File: src/rtl/buck_boost_integral_current_loop_macros.svh
// ----------------------------------------------------------------------------
// Assertion macros for the buck-boost integral current loop
// Shared helpers that wrap concurrent assertions on clk with reset disable.
// ----------------------------------------------------------------------------
`ifndef BUCK_BOOST_INTEGRAL_CURRENT_LOOP_MACROS_SVH
`define BUCK_BOOST_INTEGRAL_CURRENT_LOOP_MACROS_SVH

// A condition that must hold at every clock edge outside reset.
`define BBICL_ASSERT_ALWAYS(label, expr, msg) \
  label: assert property (@(posedge clk) disable iff (rst) (expr)) else $error(msg);

// A consequent that must hold in the same cycle as its antecedent.
`define BBICL_ASSERT_SAME(label, ante, cons, msg) \
  label: assert property (@(posedge clk) disable iff (rst) (ante) |-> (cons)) else $error(msg);

// A consequent that must hold in the cycle after its antecedent.
`define BBICL_ASSERT_NEXT(label, ante, cons, msg) \
  label: assert property (@(posedge clk) disable iff (rst) (ante) |=> (cons)) else $error(msg);

`endif

File: src/rtl/bbicl_pkg.sv
// ----------------------------------------------------------------------------
// Buck-boost integral current loop package
// Widths, constants, codes, transaction types and helper functions.
// ----------------------------------------------------------------------------
`default_nettype none

package bbicl_pkg;

  // Converter timing and fixed-point format.
  localparam int PWM_PERIOD = 512;
  localparam int FRAC_BITS  = 8;

  // Field and state widths.
  localparam int SAMPLE_W = 16;
  localparam int DRIVE_W  = 16;
  localparam int GAIN_W   = 4;
  localparam int INTEG_W  = 24;
  localparam int CFG_IDX_W  = 2;
  localparam int CFG_DATA_W = 16;

  // Arithmetic widths of the integrator update.
  localparam int ERR_W  = SAMPLE_W + 1;
  localparam int PROD_W = ERR_W + GAIN_W + 1;
  localparam int ACC_W  = INTEG_W + 2;
  // Wide enough for max_drive or the period shifted by the fraction bits.
  localparam int WIDE_W = DRIVE_W + 16 + 2;

  localparam logic [INTEG_W-1:0] INTEG_MAX = {INTEG_W{1'b1}};
  localparam logic [DRIVE_W-1:0] DRIVE_MAX = {DRIVE_W{1'b1}};
  localparam logic [DRIVE_W-1:0] PERIOD_VAL = DRIVE_W'(PWM_PERIOD);

  // Integrator preload used on start when vout exceeds vin.
  localparam logic [WIDE_W-1:0] PRELOAD_WIDE = WIDE_W'(PWM_PERIOD) << FRAC_BITS;
  localparam logic [INTEG_W-1:0] PRELOAD =
      (PRELOAD_WIDE > WIDE_W'(INTEG_MAX)) ? INTEG_MAX : PRELOAD_WIDE[INTEG_W-1:0];

  // Register reset values.
  localparam logic [GAIN_W-1:0]   GAIN_RESET      = GAIN_W'(4);
  localparam logic [SAMPLE_W-1:0] VOUT_LIMIT_RESET = SAMPLE_W'(65535);
  localparam logic [DRIVE_W-1:0]  MAX_DRIVE_RESET = DRIVE_W'(1024);

  // Input transaction kinds.
  typedef enum logic [1:0] {
    KIND_TICK   = 2'd0,
    KIND_START  = 2'd1,
    KIND_STOP   = 2'd2,
    KIND_TARGET = 2'd3
  } kind_t;

  // Configuration register indexes.
  typedef enum logic [CFG_IDX_W-1:0] {
    REG_INTEGRAL_GAIN = 2'd0,
    REG_VOUT_LIMIT    = 2'd1,
    REG_MAX_DRIVE     = 2'd2
  } reg_index_t;

  typedef struct packed {
    kind_t                kind;
    logic [SAMPLE_W-1:0]  current_sample;
    logic [SAMPLE_W-1:0]  vout_sample;
    logic [SAMPLE_W-1:0]  vin_level;
    logic [SAMPLE_W-1:0]  vout_level;
    logic [SAMPLE_W-1:0]  target;
  } in_item_t;

  typedef struct packed {
    logic                buck_pwm_on;
    logic                buck_static_level;
    logic [DRIVE_W-1:0]  buck_duty;
    logic                boost_pwm_on;
    logic [DRIVE_W-1:0]  boost_duty;
    logic                converter_off;
    logic                running;
    logic                tripped;
    logic [DRIVE_W-1:0]  drive_value;
  } out_item_t;

  // Integrator shifted down by the fraction bits, saturated to the drive width.
  function automatic logic [DRIVE_W-1:0] drive_of(input logic [INTEG_W-1:0] integ);
    logic [INTEG_W-1:0] shifted;
    shifted = integ >> FRAC_BITS;
    if (shifted > INTEG_W'(DRIVE_MAX)) begin
      return DRIVE_MAX;
    end
    return shifted[DRIVE_W-1:0];
  endfunction

endpackage

`default_nettype wire

File: src/rtl/buck_boost_integral_current_loop.sv
// ----------------------------------------------------------------------------
// Buck-boost integral current loop
// Integral-only current regulator that turns control ticks into buck and
// boost PWM settings, with start, stop, target load and overvoltage trip.
// An accepted input transaction has its result loaded into the output register.
// Throughput: one transaction per cycle while the output register is empty or
// drained; the single update stage between the loop state and the result
// register sets this figure.
// Reset: synchronous; loop state, configuration registers and out_valid reset.
// ----------------------------------------------------------------------------
`default_nettype none

`include "buck_boost_integral_current_loop_macros.svh"

module buck_boost_integral_current_loop (
  input  wire logic                           clk,
  input  wire logic                           rst,
  // Configuration write port
  input  wire logic                           cfg_we,
  input  wire logic [bbicl_pkg::CFG_IDX_W-1:0]  cfg_index,
  input  wire logic [bbicl_pkg::CFG_DATA_W-1:0] cfg_data,
  // Input channel
  input  wire logic                           in_valid,
  output logic                                in_ready,
  input  wire bbicl_pkg::in_item_t            in_data,
  // Output channel
  output logic                                out_valid,
  input  wire logic                           out_ready,
  output bbicl_pkg::out_item_t                out_data
);

  import bbicl_pkg::*;

  // Configuration registers
  logic [GAIN_W-1:0]   integral_gain;
  logic [SAMPLE_W-1:0] vout_limit;
  logic [DRIVE_W-1:0]  max_drive;

  // Loop state
  logic [INTEG_W-1:0]  integrator;
  logic [SAMPLE_W-1:0] current_target;
  logic                loop_enabled;
  logic                buck_mode_pwm;
  logic                buck_level;
  logic [DRIVE_W-1:0]  buck_compare;
  logic                boost_mode_pwm;
  logic [DRIVE_W-1:0]  boost_compare;
  logic                converter_disabled;

  logic [INTEG_W-1:0]  integrator_next;
  logic [SAMPLE_W-1:0] current_target_next;
  logic                loop_enabled_next;
  logic                buck_mode_pwm_next;
  logic                buck_level_next;
  logic [DRIVE_W-1:0]  buck_compare_next;
  logic                boost_mode_pwm_next;
  logic [DRIVE_W-1:0]  boost_compare_next;
  logic                converter_disabled_next;
  logic                trip;

  logic                in_fire;
  out_item_t           result_next;

  // Integrator update datapath
  logic signed [ERR_W-1:0]  err;
  logic signed [PROD_W-1:0] prod;
  logic signed [ACC_W-1:0]  acc;
  logic [WIDE_W-1:0]        cap_wide;
  logic [INTEG_W-1:0]       cap;
  logic [INTEG_W-1:0]       integ_clamped;
  logic [DRIVE_W-1:0]       drive_raw;
  logic [DRIVE_W-1:0]       drive_capped;

  // The output register frees the input side whenever it is empty or drained.
  assign in_ready = !out_valid || out_ready;
  assign in_fire  = in_valid && in_ready;

  // Configuration writes.
  always_ff @(posedge clk) begin
    if (rst) begin
      integral_gain <= GAIN_RESET;
      vout_limit    <= VOUT_LIMIT_RESET;
      max_drive     <= MAX_DRIVE_RESET;
    end else if (cfg_we) begin
      unique case (cfg_index)
        REG_INTEGRAL_GAIN: integral_gain <= cfg_data[GAIN_W-1:0];
        REG_VOUT_LIMIT:    vout_limit    <= cfg_data[SAMPLE_W-1:0];
        REG_MAX_DRIVE:     max_drive     <= cfg_data[DRIVE_W-1:0];
        default: ;
      endcase
    end
  end

  // Error times gain added to the integrator, clamped at zero and the cap.
  always_comb begin
    err  = $signed({1'b0, current_target}) - $signed({1'b0, in_data.current_sample});
    prod = PROD_W'(err) * $signed({{(PROD_W-GAIN_W){1'b0}}, integral_gain});
    acc  = $signed({{(ACC_W-INTEG_W){1'b0}}, integrator}) + ACC_W'(prod);

    cap_wide = WIDE_W'(max_drive) << FRAC_BITS;
    cap      = (cap_wide > WIDE_W'(INTEG_MAX)) ? INTEG_MAX : cap_wide[INTEG_W-1:0];

    if (acc[ACC_W-1]) begin
      integ_clamped = '0;
    end else if (acc[ACC_W-2:0] > (ACC_W-1)'(cap)) begin
      integ_clamped = cap;
    end else begin
      integ_clamped = acc[INTEG_W-1:0];
    end

    drive_raw    = drive_of(integ_clamped);
    drive_capped = (drive_raw > max_drive) ? max_drive : drive_raw;
  end

  // Next loop state for the accepted transaction.
  always_comb begin
    integrator_next         = integrator;
    current_target_next     = current_target;
    loop_enabled_next       = loop_enabled;
    buck_mode_pwm_next      = buck_mode_pwm;
    buck_level_next         = buck_level;
    buck_compare_next       = buck_compare;
    boost_mode_pwm_next     = boost_mode_pwm;
    boost_compare_next      = boost_compare;
    converter_disabled_next = converter_disabled;
    trip                    = 1'b0;

    unique case (in_data.kind)
      KIND_TICK: begin
        if (loop_enabled) begin
          if (in_data.vout_sample >= vout_limit) begin
            // Overvoltage: shut the converter down, keep the compares.
            trip                    = 1'b1;
            loop_enabled_next       = 1'b0;
            buck_mode_pwm_next      = 1'b0;
            buck_level_next         = 1'b0;
            boost_mode_pwm_next     = 1'b0;
            converter_disabled_next = 1'b1;
          end else begin
            integrator_next = integ_clamped;
            if (drive_capped <= PERIOD_VAL) begin
              boost_mode_pwm_next = 1'b0;
              buck_mode_pwm_next  = 1'b1;
              buck_compare_next   = drive_capped;
            end else begin
              buck_mode_pwm_next  = 1'b0;
              buck_level_next     = 1'b1;
              boost_mode_pwm_next = 1'b1;
              boost_compare_next  = drive_capped - PERIOD_VAL;
            end
          end
        end
      end
      KIND_START: begin
        buck_mode_pwm_next      = 1'b0;
        buck_level_next         = 1'b0;
        boost_mode_pwm_next     = 1'b0;
        converter_disabled_next = 1'b0;
        current_target_next     = '0;
        integrator_next         = (in_data.vout_level > in_data.vin_level) ? PRELOAD : '0;
        loop_enabled_next       = 1'b1;
      end
      KIND_STOP: begin
        loop_enabled_next       = 1'b0;
        buck_mode_pwm_next      = 1'b0;
        buck_level_next         = 1'b0;
        boost_mode_pwm_next     = 1'b0;
        converter_disabled_next = 1'b1;
      end
      KIND_TARGET: begin
        current_target_next = in_data.target;
      end
      default: ;
    endcase

    result_next.buck_pwm_on       = buck_mode_pwm_next;
    result_next.buck_static_level = buck_level_next;
    result_next.buck_duty         = buck_compare_next;
    result_next.boost_pwm_on      = boost_mode_pwm_next;
    result_next.boost_duty        = boost_compare_next;
    result_next.converter_off     = converter_disabled_next;
    result_next.running           = loop_enabled_next;
    result_next.tripped           = trip;
    result_next.drive_value       = drive_of(integrator_next);
  end

  // Loop state registers.
  always_ff @(posedge clk) begin
    if (rst) begin
      integrator         <= '0;
      current_target     <= '0;
      loop_enabled       <= 1'b0;
      buck_mode_pwm      <= 1'b0;
      buck_level         <= 1'b0;
      buck_compare       <= '0;
      boost_mode_pwm     <= 1'b0;
      boost_compare      <= '0;
      converter_disabled <= 1'b1;
    end else if (in_fire) begin
      integrator         <= integrator_next;
      current_target     <= current_target_next;
      loop_enabled       <= loop_enabled_next;
      buck_mode_pwm      <= buck_mode_pwm_next;
      buck_level         <= buck_level_next;
      buck_compare       <= buck_compare_next;
      boost_mode_pwm     <= boost_mode_pwm_next;
      boost_compare      <= boost_compare_next;
      converter_disabled <= converter_disabled_next;
    end
  end

  // Result register: valid flag under reset, payload loaded on each transaction.
  always_ff @(posedge clk) begin
    if (rst) begin
      out_valid <= 1'b0;
    end else if (in_fire) begin
      out_valid <= 1'b1;
    end else if (out_ready) begin
      out_valid <= 1'b0;
    end
  end

  always_ff @(posedge clk) begin
    if (in_fire) begin
      out_data <= result_next;
    end
  end

  // Design checks.
  `BBICL_ASSERT_ALWAYS(a_legs_exclusive, !(buck_mode_pwm && boost_mode_pwm), "both legs in PWM")
  `BBICL_ASSERT_SAME(a_boost_needs_buck_high, boost_mode_pwm, buck_level, "boost PWM without buck high")
  `BBICL_ASSERT_SAME(a_trip_shuts_down, out_valid && out_data.tripped,
                     !out_data.running && out_data.converter_off, "trip left the loop running")
  `BBICL_ASSERT_SAME(a_run_enables_converter, out_valid && out_data.running,
                     !out_data.converter_off, "loop running with converter off")
  `BBICL_ASSERT_NEXT(a_idle_tick_holds, in_fire && in_data.kind == KIND_TICK && !loop_enabled,
                     $stable(integrator) && !out_data.tripped, "idle tick changed the loop")

endmodule

`default_nettype wire

File: config.mk
export PLATFORM = sky130hd
export DESIGN_NAME = buck_boost_integral_current_loop
export DESIGN_NICKNAME = d
export VERILOG_FILES = /design/src/rtl/bbicl_pkg.sv /design/src/rtl/buck_boost_integral_current_loop.sv
export VERILOG_INCLUDE_DIRS = /design/src /design/src/rtl
export SDC_FILE = /design/constraint.sdc
export NUM_CORES = 1
export LEC_CHECK = 0
export ABC_AREA = 1
export ABC_CLOCK_PERIOD_IN_PS = 13300
export BUFFER_PORTS_ARGS = -buffer_cell sky130_fd_sc_hd__buf_4
export CORE_MARGIN = 1
export CORE_UTILIZATION = 35
export CTS_BUF_LIST = sky130_fd_sc_hd__clkbuf_4
export CTS_CLUSTER_SIZE = 25
export DETAILED_ROUTE_END_ITERATION = 16
export GPL_TIMING_DRIVEN = 0
export SYNTH_ARGS = -nofsm -noshare
export SYNTH_HDL_FRONTEND = slang
export SYNTH_SLANG_ARGS = --single-unit
File: constraint.sdc
create_clock -name clk -period 13.3 [get_ports clk]
set_input_delay 2.66 -clock clk [delete_from_list [all_inputs] [get_ports clk]]
set_output_delay 2.66 -clock clk [all_outputs]
set_load 0.05 [all_outputs]
# [After elaboration in Yosys (flattened, before gate mapping)]
# Index checks and enable logic that the tools add are counted.
[totals] reg_bits=168 latchBits=0 ramBits=0 romBits=0 inputBits=105 out_inout_bits=56 word_cells=101 memories=0
[classes] addsub=3 multipliers=1 n_div=0 n_lt_le_gt_ge=8 n_eq_ne=7 n_shift=0 muxes=44 bitwise_logic=0 n_reduce_logical=15
[ops] operator="$mux W16" count=13
[ops] operator="$mux W24" count=5
[ops] operator="$pmux W24 S2" count=1
[ops] operator="$gt A16 B16 Y1" count=2
[ops] operator="$gt A16 B16 Y1 const B" count=2
[ops] operator="$pmux W16 S2" count=1
[ops] operator="$add A25 B22 Y26" count=1
[ops] operator="$gt A25 B24 Y1" count=1
[ops] operator="$gt A24 B24 Y1 const B" count=1
[ops] operator="$mul A17 B5 Y22" count=1
[ops] operator="$mux W1" count=18
[ops] operator="$mux W18" count=1
[ops] operator="$sub A16 B16 Y17" count=1
[ops] operator="$ge A16 B16 Y1" count=1
[ops] operator="$le A16 B10 Y1 const B" count=1
[ops] operator="$sub A16 B10 Y16 const B" count=1
[ops] operator="$reduce_and A2 Y1" count=5
[ops] operator="$eq A2 B2 Y1 const B" count=3
[ops] operator="$pmux W1 S2" count=3
[ops] operator="$pmux W1 S3" count=2
[ops] operator="$reduce_bool A2 Y1" count=3
[ops] operator="$eq A2 B1 Y1 const B" count=2
[ops] operator="$logic_not A2 Y1" count=2
[ops] operator="$ne A2 B2 Y1 const B" count=2
[ops] operator="5 further kinds" count=5

# [Logic depth before layout (Yosys ltp)]
# Gate-level depths: netlist of the first run.
[logic_depth] word_depth=16 depth_mapped=72 depth_no_buf=70

# [Worst setup path after synthesis of the first run]
# No wires, ideal clock.
[synth_timing] path_kind="input port to flip-flop" startpoint="input port in_data[67] (netlist name)" endpoint="register out_data[38] (netlist name), data pin" setup_ns=0.257 arrival_ns=12.063 required_ns=13.043 slack_ns=0.981 cell_stages=60 path_buffers=3 path_cell_list="inv_1 > ha_1 > a21oi_1 > o21ai_0 > a21oi_1 > o21bai_1 > a21oi_1 > o21bai_1 > a21oi_1 > inv_1 > a21oi_1 > o21ai_0 > nand3_1 > nand2_1 > a21oi_1 > nor2_1 > nor2_1 > inv_1 > (+24 left out) > nand2_1 > inv_1 > nand3_1 > a31oi_1 > a2111oi_0 > nand2_4 > buf_6 > nand3_2 > nand2_2 > nor2_4 > nand2_2 > nor2_2 > nand2_4 > nand2_4 > nand2_2 > buf_2 > nand2_1 > o21ai_1"
[synth_via] elab_chain_len=16
[synth_rtl] item="start: declaration" line_no="buck_boost_integral_current_loop.sv:25" rtl="input wire bbicl_pkg::in_item_t in_data,"
[synth_rtl] item="$sub A16 B16 Y17 (*)" line_no="buck_boost_integral_current_loop.sv:96" rtl="err = $signed({1'b0, current_target}) - $signed({1'b0, in_data.current_sample});"
[synth_rtl] item="$mul A17 B5 Y22 (*)" line_no="buck_boost_integral_current_loop.sv:97" rtl="prod = PROD_W'(err) * $signed({{(PROD_W-GAIN_W){1'b0}}, integral_gain});"
[synth_rtl] item="$add A25 B22 Y26 (*)" line_no="buck_boost_integral_current_loop.sv:98" rtl="acc = $signed({{(ACC_W-INTEG_W){1'b0}}, integrator}) + ACC_W'(prod);"
[synth_rtl] item="$gt A25 B24 Y1" line_no="buck_boost_integral_current_loop.sv:105" rtl="end else if (acc[ACC_W-2:0] > (ACC_W-1)'(cap)) begin"
[synth_rtl] item="$mux W24" line_no="buck_boost_integral_current_loop.sv:105"
[synth_rtl] item="$mux W24 (*)" line_no="buck_boost_integral_current_loop.sv:103" rtl="if (acc[ACC_W-1]) begin"
[synth_rtl] item="$gt A16 B16 Y1" line_no="bbicl_pkg.sv:82" rtl="if (shifted > INTEG_W'(DRIVE_MAX)) begin"
[synth_rtl] item="$mux W1" line_no="bbicl_pkg.sv:82"
[synth_rtl] item="$mux W16 (*)" line_no="bbicl_pkg.sv:85" rtl="return shifted[DRIVE_W-1:0];"
[synth_rtl] item="$gt A16 B16 Y1" line_no="buck_boost_integral_current_loop.sv:112" rtl="drive_capped = (drive_raw > max_drive) ? max_drive : drive_raw;"
[synth_rtl] item="$mux W16 (*)" line_no="buck_boost_integral_current_loop.sv:112"
[synth_rtl] item="$le A16 B10 Y1" line_no="buck_boost_integral_current_loop.sv:141" rtl="if (drive_capped <= PERIOD_VAL) begin"
[synth_rtl] item="$mux W16 (*)" line_no="buck_boost_integral_current_loop.sv:141"
[synth_rtl] item="$mux W16 (*)" line_no="buck_boost_integral_current_loop.sv:131" rtl="if (in_data.vout_sample >= vout_limit) begin"
[synth_rtl] item="$mux W16 (*)" line_no="buck_boost_integral_current_loop.sv:130" rtl="if (loop_enabled) begin"
[synth_rtl] item="$mux W16 (*)" line_no="buck_boost_integral_current_loop.sv:128" rtl="unique case (in_data.kind)"
[synth_rtl] item="via buck_compare_next[2]" line_no="buck_boost_integral_current_loop.sv:55" rtl="logic [DRIVE_W-1:0] buck_compare_next;"
[synth_rtl] item="end signal: assignment" line_no="buck_boost_integral_current_loop.sv:225" rtl="out_data <= result_next;"
[synth_rtl] item="end: declaration" line_no="buck_boost_integral_current_loop.sv:29" rtl="output bbicl_pkg::out_item_t out_data"
# The timed path passes the listed nets; every way through them passes the cells marked *.
# A chain may end at the register's enable or synchronous reset.

# [Worst setup path in the final report of the first run]
[layout_timing] startpoint="input port in_data[64] (netlist name)" endpoint="register out_data[38] (netlist name), data pin"
# The elaborated chain is that of the path after synthesis.

==> metrics.cfg, run 1 <==
[run_status]
outcome = complete, no violations

[worst_setup_path]
cp.required_ns = 13.68
path_max_fanout = 10
path_common_cell = inv_1
worstPathArrival_ns = 12.94
critPathLaunchType = primary input
path_class = in -> reg
slowest_delay_ns = 0.57
slowest_stage = fa_1
worst_setup_path_end_kind = flop

[clocking]
cts_htree_levels = 4
cts.sink_count = 168
postCtsHoldBufs = 0
clockBufferDepth = 2
cts_tree = done
clkLatencyLatePin_ns = 0.65
root_buffer = clkbuf_4
cts-buffers-inserted = 17
clk_transition_reported_paths_ns = 0.13

[pwr]
p_total_mw = 2.94
internal_power_mw = 1.33
p_comb_frac = 0.706
powerDensity_nw_per_um2 = 189
switching_power_mw = 1.61
ir_worst_vdd_mv = 0.160
p_sw_frac = 0.547
clockPowerShare = 0.094
seqPwrFrac = 0.199
power.leakage_nw = 7.95

[synthesis]
synth_cell_types = 54
synth_top_area_share = 0.171
synth_area_um2 = 13400
synth.largest_area_cell = dfxtp_1
avgSynthCellArea_um2 = 7.52
yosys-top-cells-area = dfxtp_1 (17%), ha_1 (12%), edfxtp_1 (12%)
ys_seq_area_frac = 0.292
syn-num-nets = 2078
post-synth-top-count-cell = inv_1
yosys_warnings = 0
async_flop_share = 0
synth-edff-count = 54
ys_ff_latch = 168
synthFlopType = dfxtp_1
ys_top_cells_by_count = inv_1 (330), nand2_1 (317), nor2_1 (174)
syn-instance-count = 1778

[timing]
relSlewSlack = 0.420
fin_skew_ns = 0.0429
hold_viol_final = 0
worstMarginPinSlew_ns = 0.870
setup_viol = 0
period_minus_slack_ns = 12.56
maxSlewViolCount = 0
hold_slack_ns = 0.447
fin_crit_sh = 0.944
fmax_mhz = 79.6

[routing]
drtIter0Drc = 909
drc = 0
wl_mm = 38.1
dr_total_vias = 11948
drtPass1Iterations = 5
wire_per_inst_um = 15.3
ant_nets = 0
detail_route.vias_per_cell = 4.81

[grt]
globalRouteOverflowTotal = 0
grt_pass1_wl_mm = 60.8
grt_pass1_vias = 11600
grt_antenna_before_repair = 1
gr-usage-all-layers = 0.201
grt_max_degree = 64

[placed_design]
globalplace.congestion = 0.903
dp_hpwl_mm = 31.0
io_buffer_count = 159

[layout]
drive_above_1_share = 0.145
fin_nets = 2260
syn2layout_area_growth_pct = 16.5
fin_util = 0.414

[floorplan]
die_h_um = 197
core.rowCount = 71
coreArea_um2 = 37700
initial_utilization = 0.355
pin_count = 161
die_w_um = 197
dieArea_um2 = 39000

[flow_run]
drv_cap = 0

[hold_path]
hp-class = reg -> reg

[kinds of logic (layout without fill, tap and decap cells)]
family	count (synthesis)	after routing	share of synthesized area
buf+inv	408	603	0.118
xor+xnor	38	38	0.0263
simple gates	677	677	0.222
flops	168	168	0.292
other cells	0	1	0
fa+ha+maj	195	195	0.218
compound gates	292	292	0.124
[critical path, delay by kind of cell]
kind	cells	cell delay (ns)
compound gates	17	2.44
xor+xnor	1	0.34
fa+ha+maj	8	3.09
buf+inv	12	1.38
simple gates	24	3.00
[through the flow]
step	setup TNS (ns)	cell area (um^2)	instances	setup slack (ns)
after floorplan	0	13400	1778	0.981
after global routing	-0.0344	15600	2485	-0.0230
after global placement	-78.96	15200	2448	-1.31
after CTS	0	15500	2480	0.128
final	0	15600	2485	0.740
after detailed placement	-81.74	15200	2448	-1.33
[repair_timing]
item / 4_1_cts / 5_1_grt
resized for setup: 5 / 27
pin swaps: 0 / 9
setup buffers: 0 / 4
endpoints found under the setup margin: 70 / 70
[power by group through the flow]
stage	clock, mW	sequential [mW]	combinational (mW)
floorplan	0	0.655	1.46
global placement	0	0.599	1.97
detailed placement	0	0.599	1.99
CTS	0.288	0.588	2.02
global route	0.303	0.591	2.34
finish	0.277	0.587	2.08
[routing by layer]
metal / global-route usage / vias up / routed length (um)
li1: - / 6047 / -
met1: 0.281 / 5541 / 18500
met2: 0.320 / 325 / 17100
met3: 0.0300 / 35 / 1730
met4: 0.0583 / 0 / 805
met5: 0 / - / 0
[worst paths after layout]
path / slack (ns) / cells after the start / startpoint / endpoint
hold / removal: 0.45 / 2 / buck_compare[10] / buck_compare[10]
setup reg to reg: 2.47 / 62 / current_target[0] / out_data[38]
hold reg to reg: 0.45 / 2 / buck_compare[10] / buck_compare[10]
setup / recovery: 0.74 / 62 / in_data[64] / out_data[38]
[layout make-up]
cell class | count | area, um^2
fill | 3913 | 22100
multi-input combinational | 1202 | 7990
sequential | 168 | 3900
inverter | 344 | 1290
timing repair buffer | 163 | 1220
tap | 511 | 639
buffer | 64 | 297
clock buffer | 17 | 128
clock inverter | 15 | 103
antenna | 1 | 2.50
[flip-flops by register name (all words and copies together), names as in the netlist, 4 cells and up]
name            count
max_drive          16
integral_gain       4
buck_compare       16
boost_compare      16
out_data           54
integrator         24
current_target     16
vout_limit         16
[layout by cell type, fill, tap and decap left out, drive strengths merged, types with 63 or more instances in the layout]
cell	count
buf	180
dfxtp	114
ha	132
nand2	333
o21ai	92
inv	343
a21oi	133
clkbuf	64
fa	63
nor2	181
nand3	101
Note: power is estimated with default switching activity, not from simulation.
==> run 2, diff against run 1 <==
ABC_AREA = not set   (was 1)
CORE_ASPECT_RATIO = 1.1   (was not set)
==> metrics.cfg, run 2 <==
[worst_setup_path]
slowest_stage = fa_1
r2r_start = current_target[0]
slowest_delay_ns = 0.53
critPathLaunchType = primary input
worst_setup_path_end_kind = flop
path_max_fanout = 11
rrSetupSlack_ns = 2.00
worstPathArrival_ns = 13.41
cp.required_ns = 13.64
reg2reg_depth = 52
path_common_cell = o21ai_2
r2r_end = out_data[32]
path_class = in -> reg

[synthesis]
synth_top_area_share = 0.168
ys_ff_latch = 168
synth_area_um2 = 13600
ys_seq_area_frac = 0.287
synth_cell_types = 82
yosys-top-cells-area = dfxtp_1 (17%), ha_1 (12%), edfxtp_1 (12%)
ys_top_cells_by_count = inv_1 (207), nand2_1 (161), ha_1 (132)
syn-instance-count = 1562
yosys_warnings = 0
synth.largest_area_cell = dfxtp_1
post-synth-top-count-cell = inv_1
synthFlopType = dfxtp_1
avgSynthCellArea_um2 = 8.70
syn-num-nets = 1862
async_flop_share = 0
synth-edff-count = 54

[timing]
fin_crit_sh = 0.983
hold_viol_final = 0
setup_viol = 0
maxSlewViolCount = 0
fin_skew_ns = 0.0389
relSlewSlack = 0.146
fmax_mhz = 76.5
period_minus_slack_ns = 13.07
worstMarginPinSlew_ns = 1.28

[layout]
fillers = 3750
syn2layout_area_growth_pct = 25.6
instances_no_fill = 2317
mostFrequentLayoutCell = buf_4
fin_nets = 2102
top_register = out_data
stdcell_area_um2 = 17100
layout_common_cells = buf_4 (223), inv_1 (205), nand2_1 (157)
drive_above_1_share = 0.234
largest_register_ffs = 54
reg_top3 = out_data (54), integrator (24)

[grt]
globalRouteOverflowTotal = 0
grt_pass1_wl_mm = 66.8
grt_max_degree = 64
gr-usage-all-layers = 0.218
use_met1 = 0.267
top_usage_layer = met2
globalRouteMet2Util = 0.369
grt_use_met3 = 0.0462
grt_pass1_vias = 12294
grt_antenna_before_repair = 6

[floorplan]
die_w_um = 190
core.rowCount = 75
die_h_um = 209
dieArea_um2 = 39600
initial_utilization = 0.356
pin_count = 161
coreArea_um2 = 38200

[clocking]
cts_tree = done
cts-buffers-inserted = 17
cts.sink_count = 168
root_buffer = clkbuf_4
clkLatencyLatePin_ns = 0.61
clockBufferDepth = 2
cts_htree_levels = 4
clk_transition_reported_paths_ns = 0.15
postCtsHoldBufs = 0

[routing]
wire_per_inst_um = 18.9
wl_mm = 43.8
ant_nets = 0
drtIter0Drc = 755
drc = 0
detail_route.vias_per_cell = 5.35
dr_total_vias = 12401
drtPass1Iterations = 7

[placed_design]
placed_area_um2 = 15500
io_buffer_count = 159
globalplace.congestion = 0.944
dp_hpwl_mm = 34.1
dp_cells = 2221

[flow_run]
drv_cap = 0

[hold_path]
holdPathStages = 2
hp-class = reg -> reg
hold_end = buck_compare[5]
hold_path_startpoint = buck_compare[5]

[pwr]
internal_power_mw = 1.39
ir_worst_vdd_mv = 0.152
switching_power_mw = 1.28
p_comb_frac = 0.668
seqPwrFrac = 0.214
power.leakage_nw = 7.58
clockPowerShare = 0.118
powerDensity_nw_per_um2 = 156
p_sw_frac = 0.479

[run_status]
outcome = complete, no violations

run 2: logic make-up (layout without fill, tap and decap cells):
family / count (synthesis) / after routing / share of synthesized area
muxes: 63 / 63 / 0.0492
xor gates and xnor gates: 28 / 28 / 0.0180
AOI/OAI and AO/OA: 349 / 349 / 0.179
DFF: 168 / 168 / 0.287
adders and majority gates: 195 / 195 / 0.214
other: 0 / 2 / 0
buffers and inverters: 269 / 522 / 0.0772
and+or+nand+nor: 490 / 490 / 0.176
run 2: stage by stage:
stage	TNS, ns	total power [mW]	util	setup slack [ns]	hold slack [ns]
after floorplan	0	1.55	-	0.00262	0.431
after global placement	-155.41	1.94	0.406	-2.85	0.440
after detailed placement	-164.01	1.95	0.407	-2.94	0.450
after CTS	0	2.50	0.430	0.00681	0.470
after global routing	-0.685	2.82	0.447	-0.106	0.484
final	0	2.67	0.447	0.232	0.467
run 2: timing repair:
action | CTS | global route
gates resized for setup | 86 | 88
pin swaps | 33 | 57
gates cloned | 2 | 1
endpoints found under the setup margin | 70 | 69
setup buffers | 33 | 29
run 2: worst max path at each step:
| stage | slack, ns | cells after the start | endpoint | from |
|---|---|---|---|---|
| global route | -0.11 | 50 | out_data[32] | in_data[65] |
| detailed placement | -2.94 | 49 | out_data[34] | in_data[65] |
| finish | 0.23 | 52 | out_data[32] | in_data[64] |
| global placement | -2.85 | 47 | out_data[34] | in_data[65] |
| floorplan | 0.003 | 50 | out_data[32] | in_data[65] |
| CTS | 0.007 | 51 | out_data[34] | in_data[64] |
run 2: metal layers:
| metal | routed length (um) | share of wire |
|---|---|---|
| met5 | 50 | 0.0011 |
| met4 | 1530 | 0.035 |
| met3 | 2910 | 0.066 |
| met2 | 21300 | 0.49 |
| met1 | 18000 | 0.41 |
run 2: final cells by class:
| class | instances | area (um^2) | area share |
|---|---|---|---|
| clock inverter | 15 | 161 | 0.00945 |
| antenna | 2 | 5.00 | 0.000293 |
| multi-input combinational | 1125 | 9470 | 0.554 |
| timing repair buffer | 224 | 1690 | 0.0987 |
| tap | 500 | 626 | 0.0366 |
| clock buffer | 17 | 128 | 0.00747 |
| inverter | 208 | 785 | 0.0459 |
| sequential | 168 | 3900 | 0.229 |
| buffer | 58 | 319 | 0.0187 |
run 2: critical path: cells and delay by family:
family,cells,cell delay (ns)
adders and majority gates,9,3.20
and+or+nand+nor,12,2.68
AOI/OAI and AO/OA,17,2.57
buffers and inverters,8,1.09
muxes,3,0.61
xor gates and xnor gates,3,0.57
run 2: power by group through the flow:
stage | sequential, mW | combinational [mW] | clock, mW
final | 0.572 | 1.78 | 0.314
after global routing | 0.574 | 1.90 | 0.340
after CTS | 0.572 | 1.61 | 0.323
after detailed placement | 0.582 | 1.36 | 0
after global placement | 0.583 | 1.36 | 0
after floorplan | 0.620 | 0.930 | 0
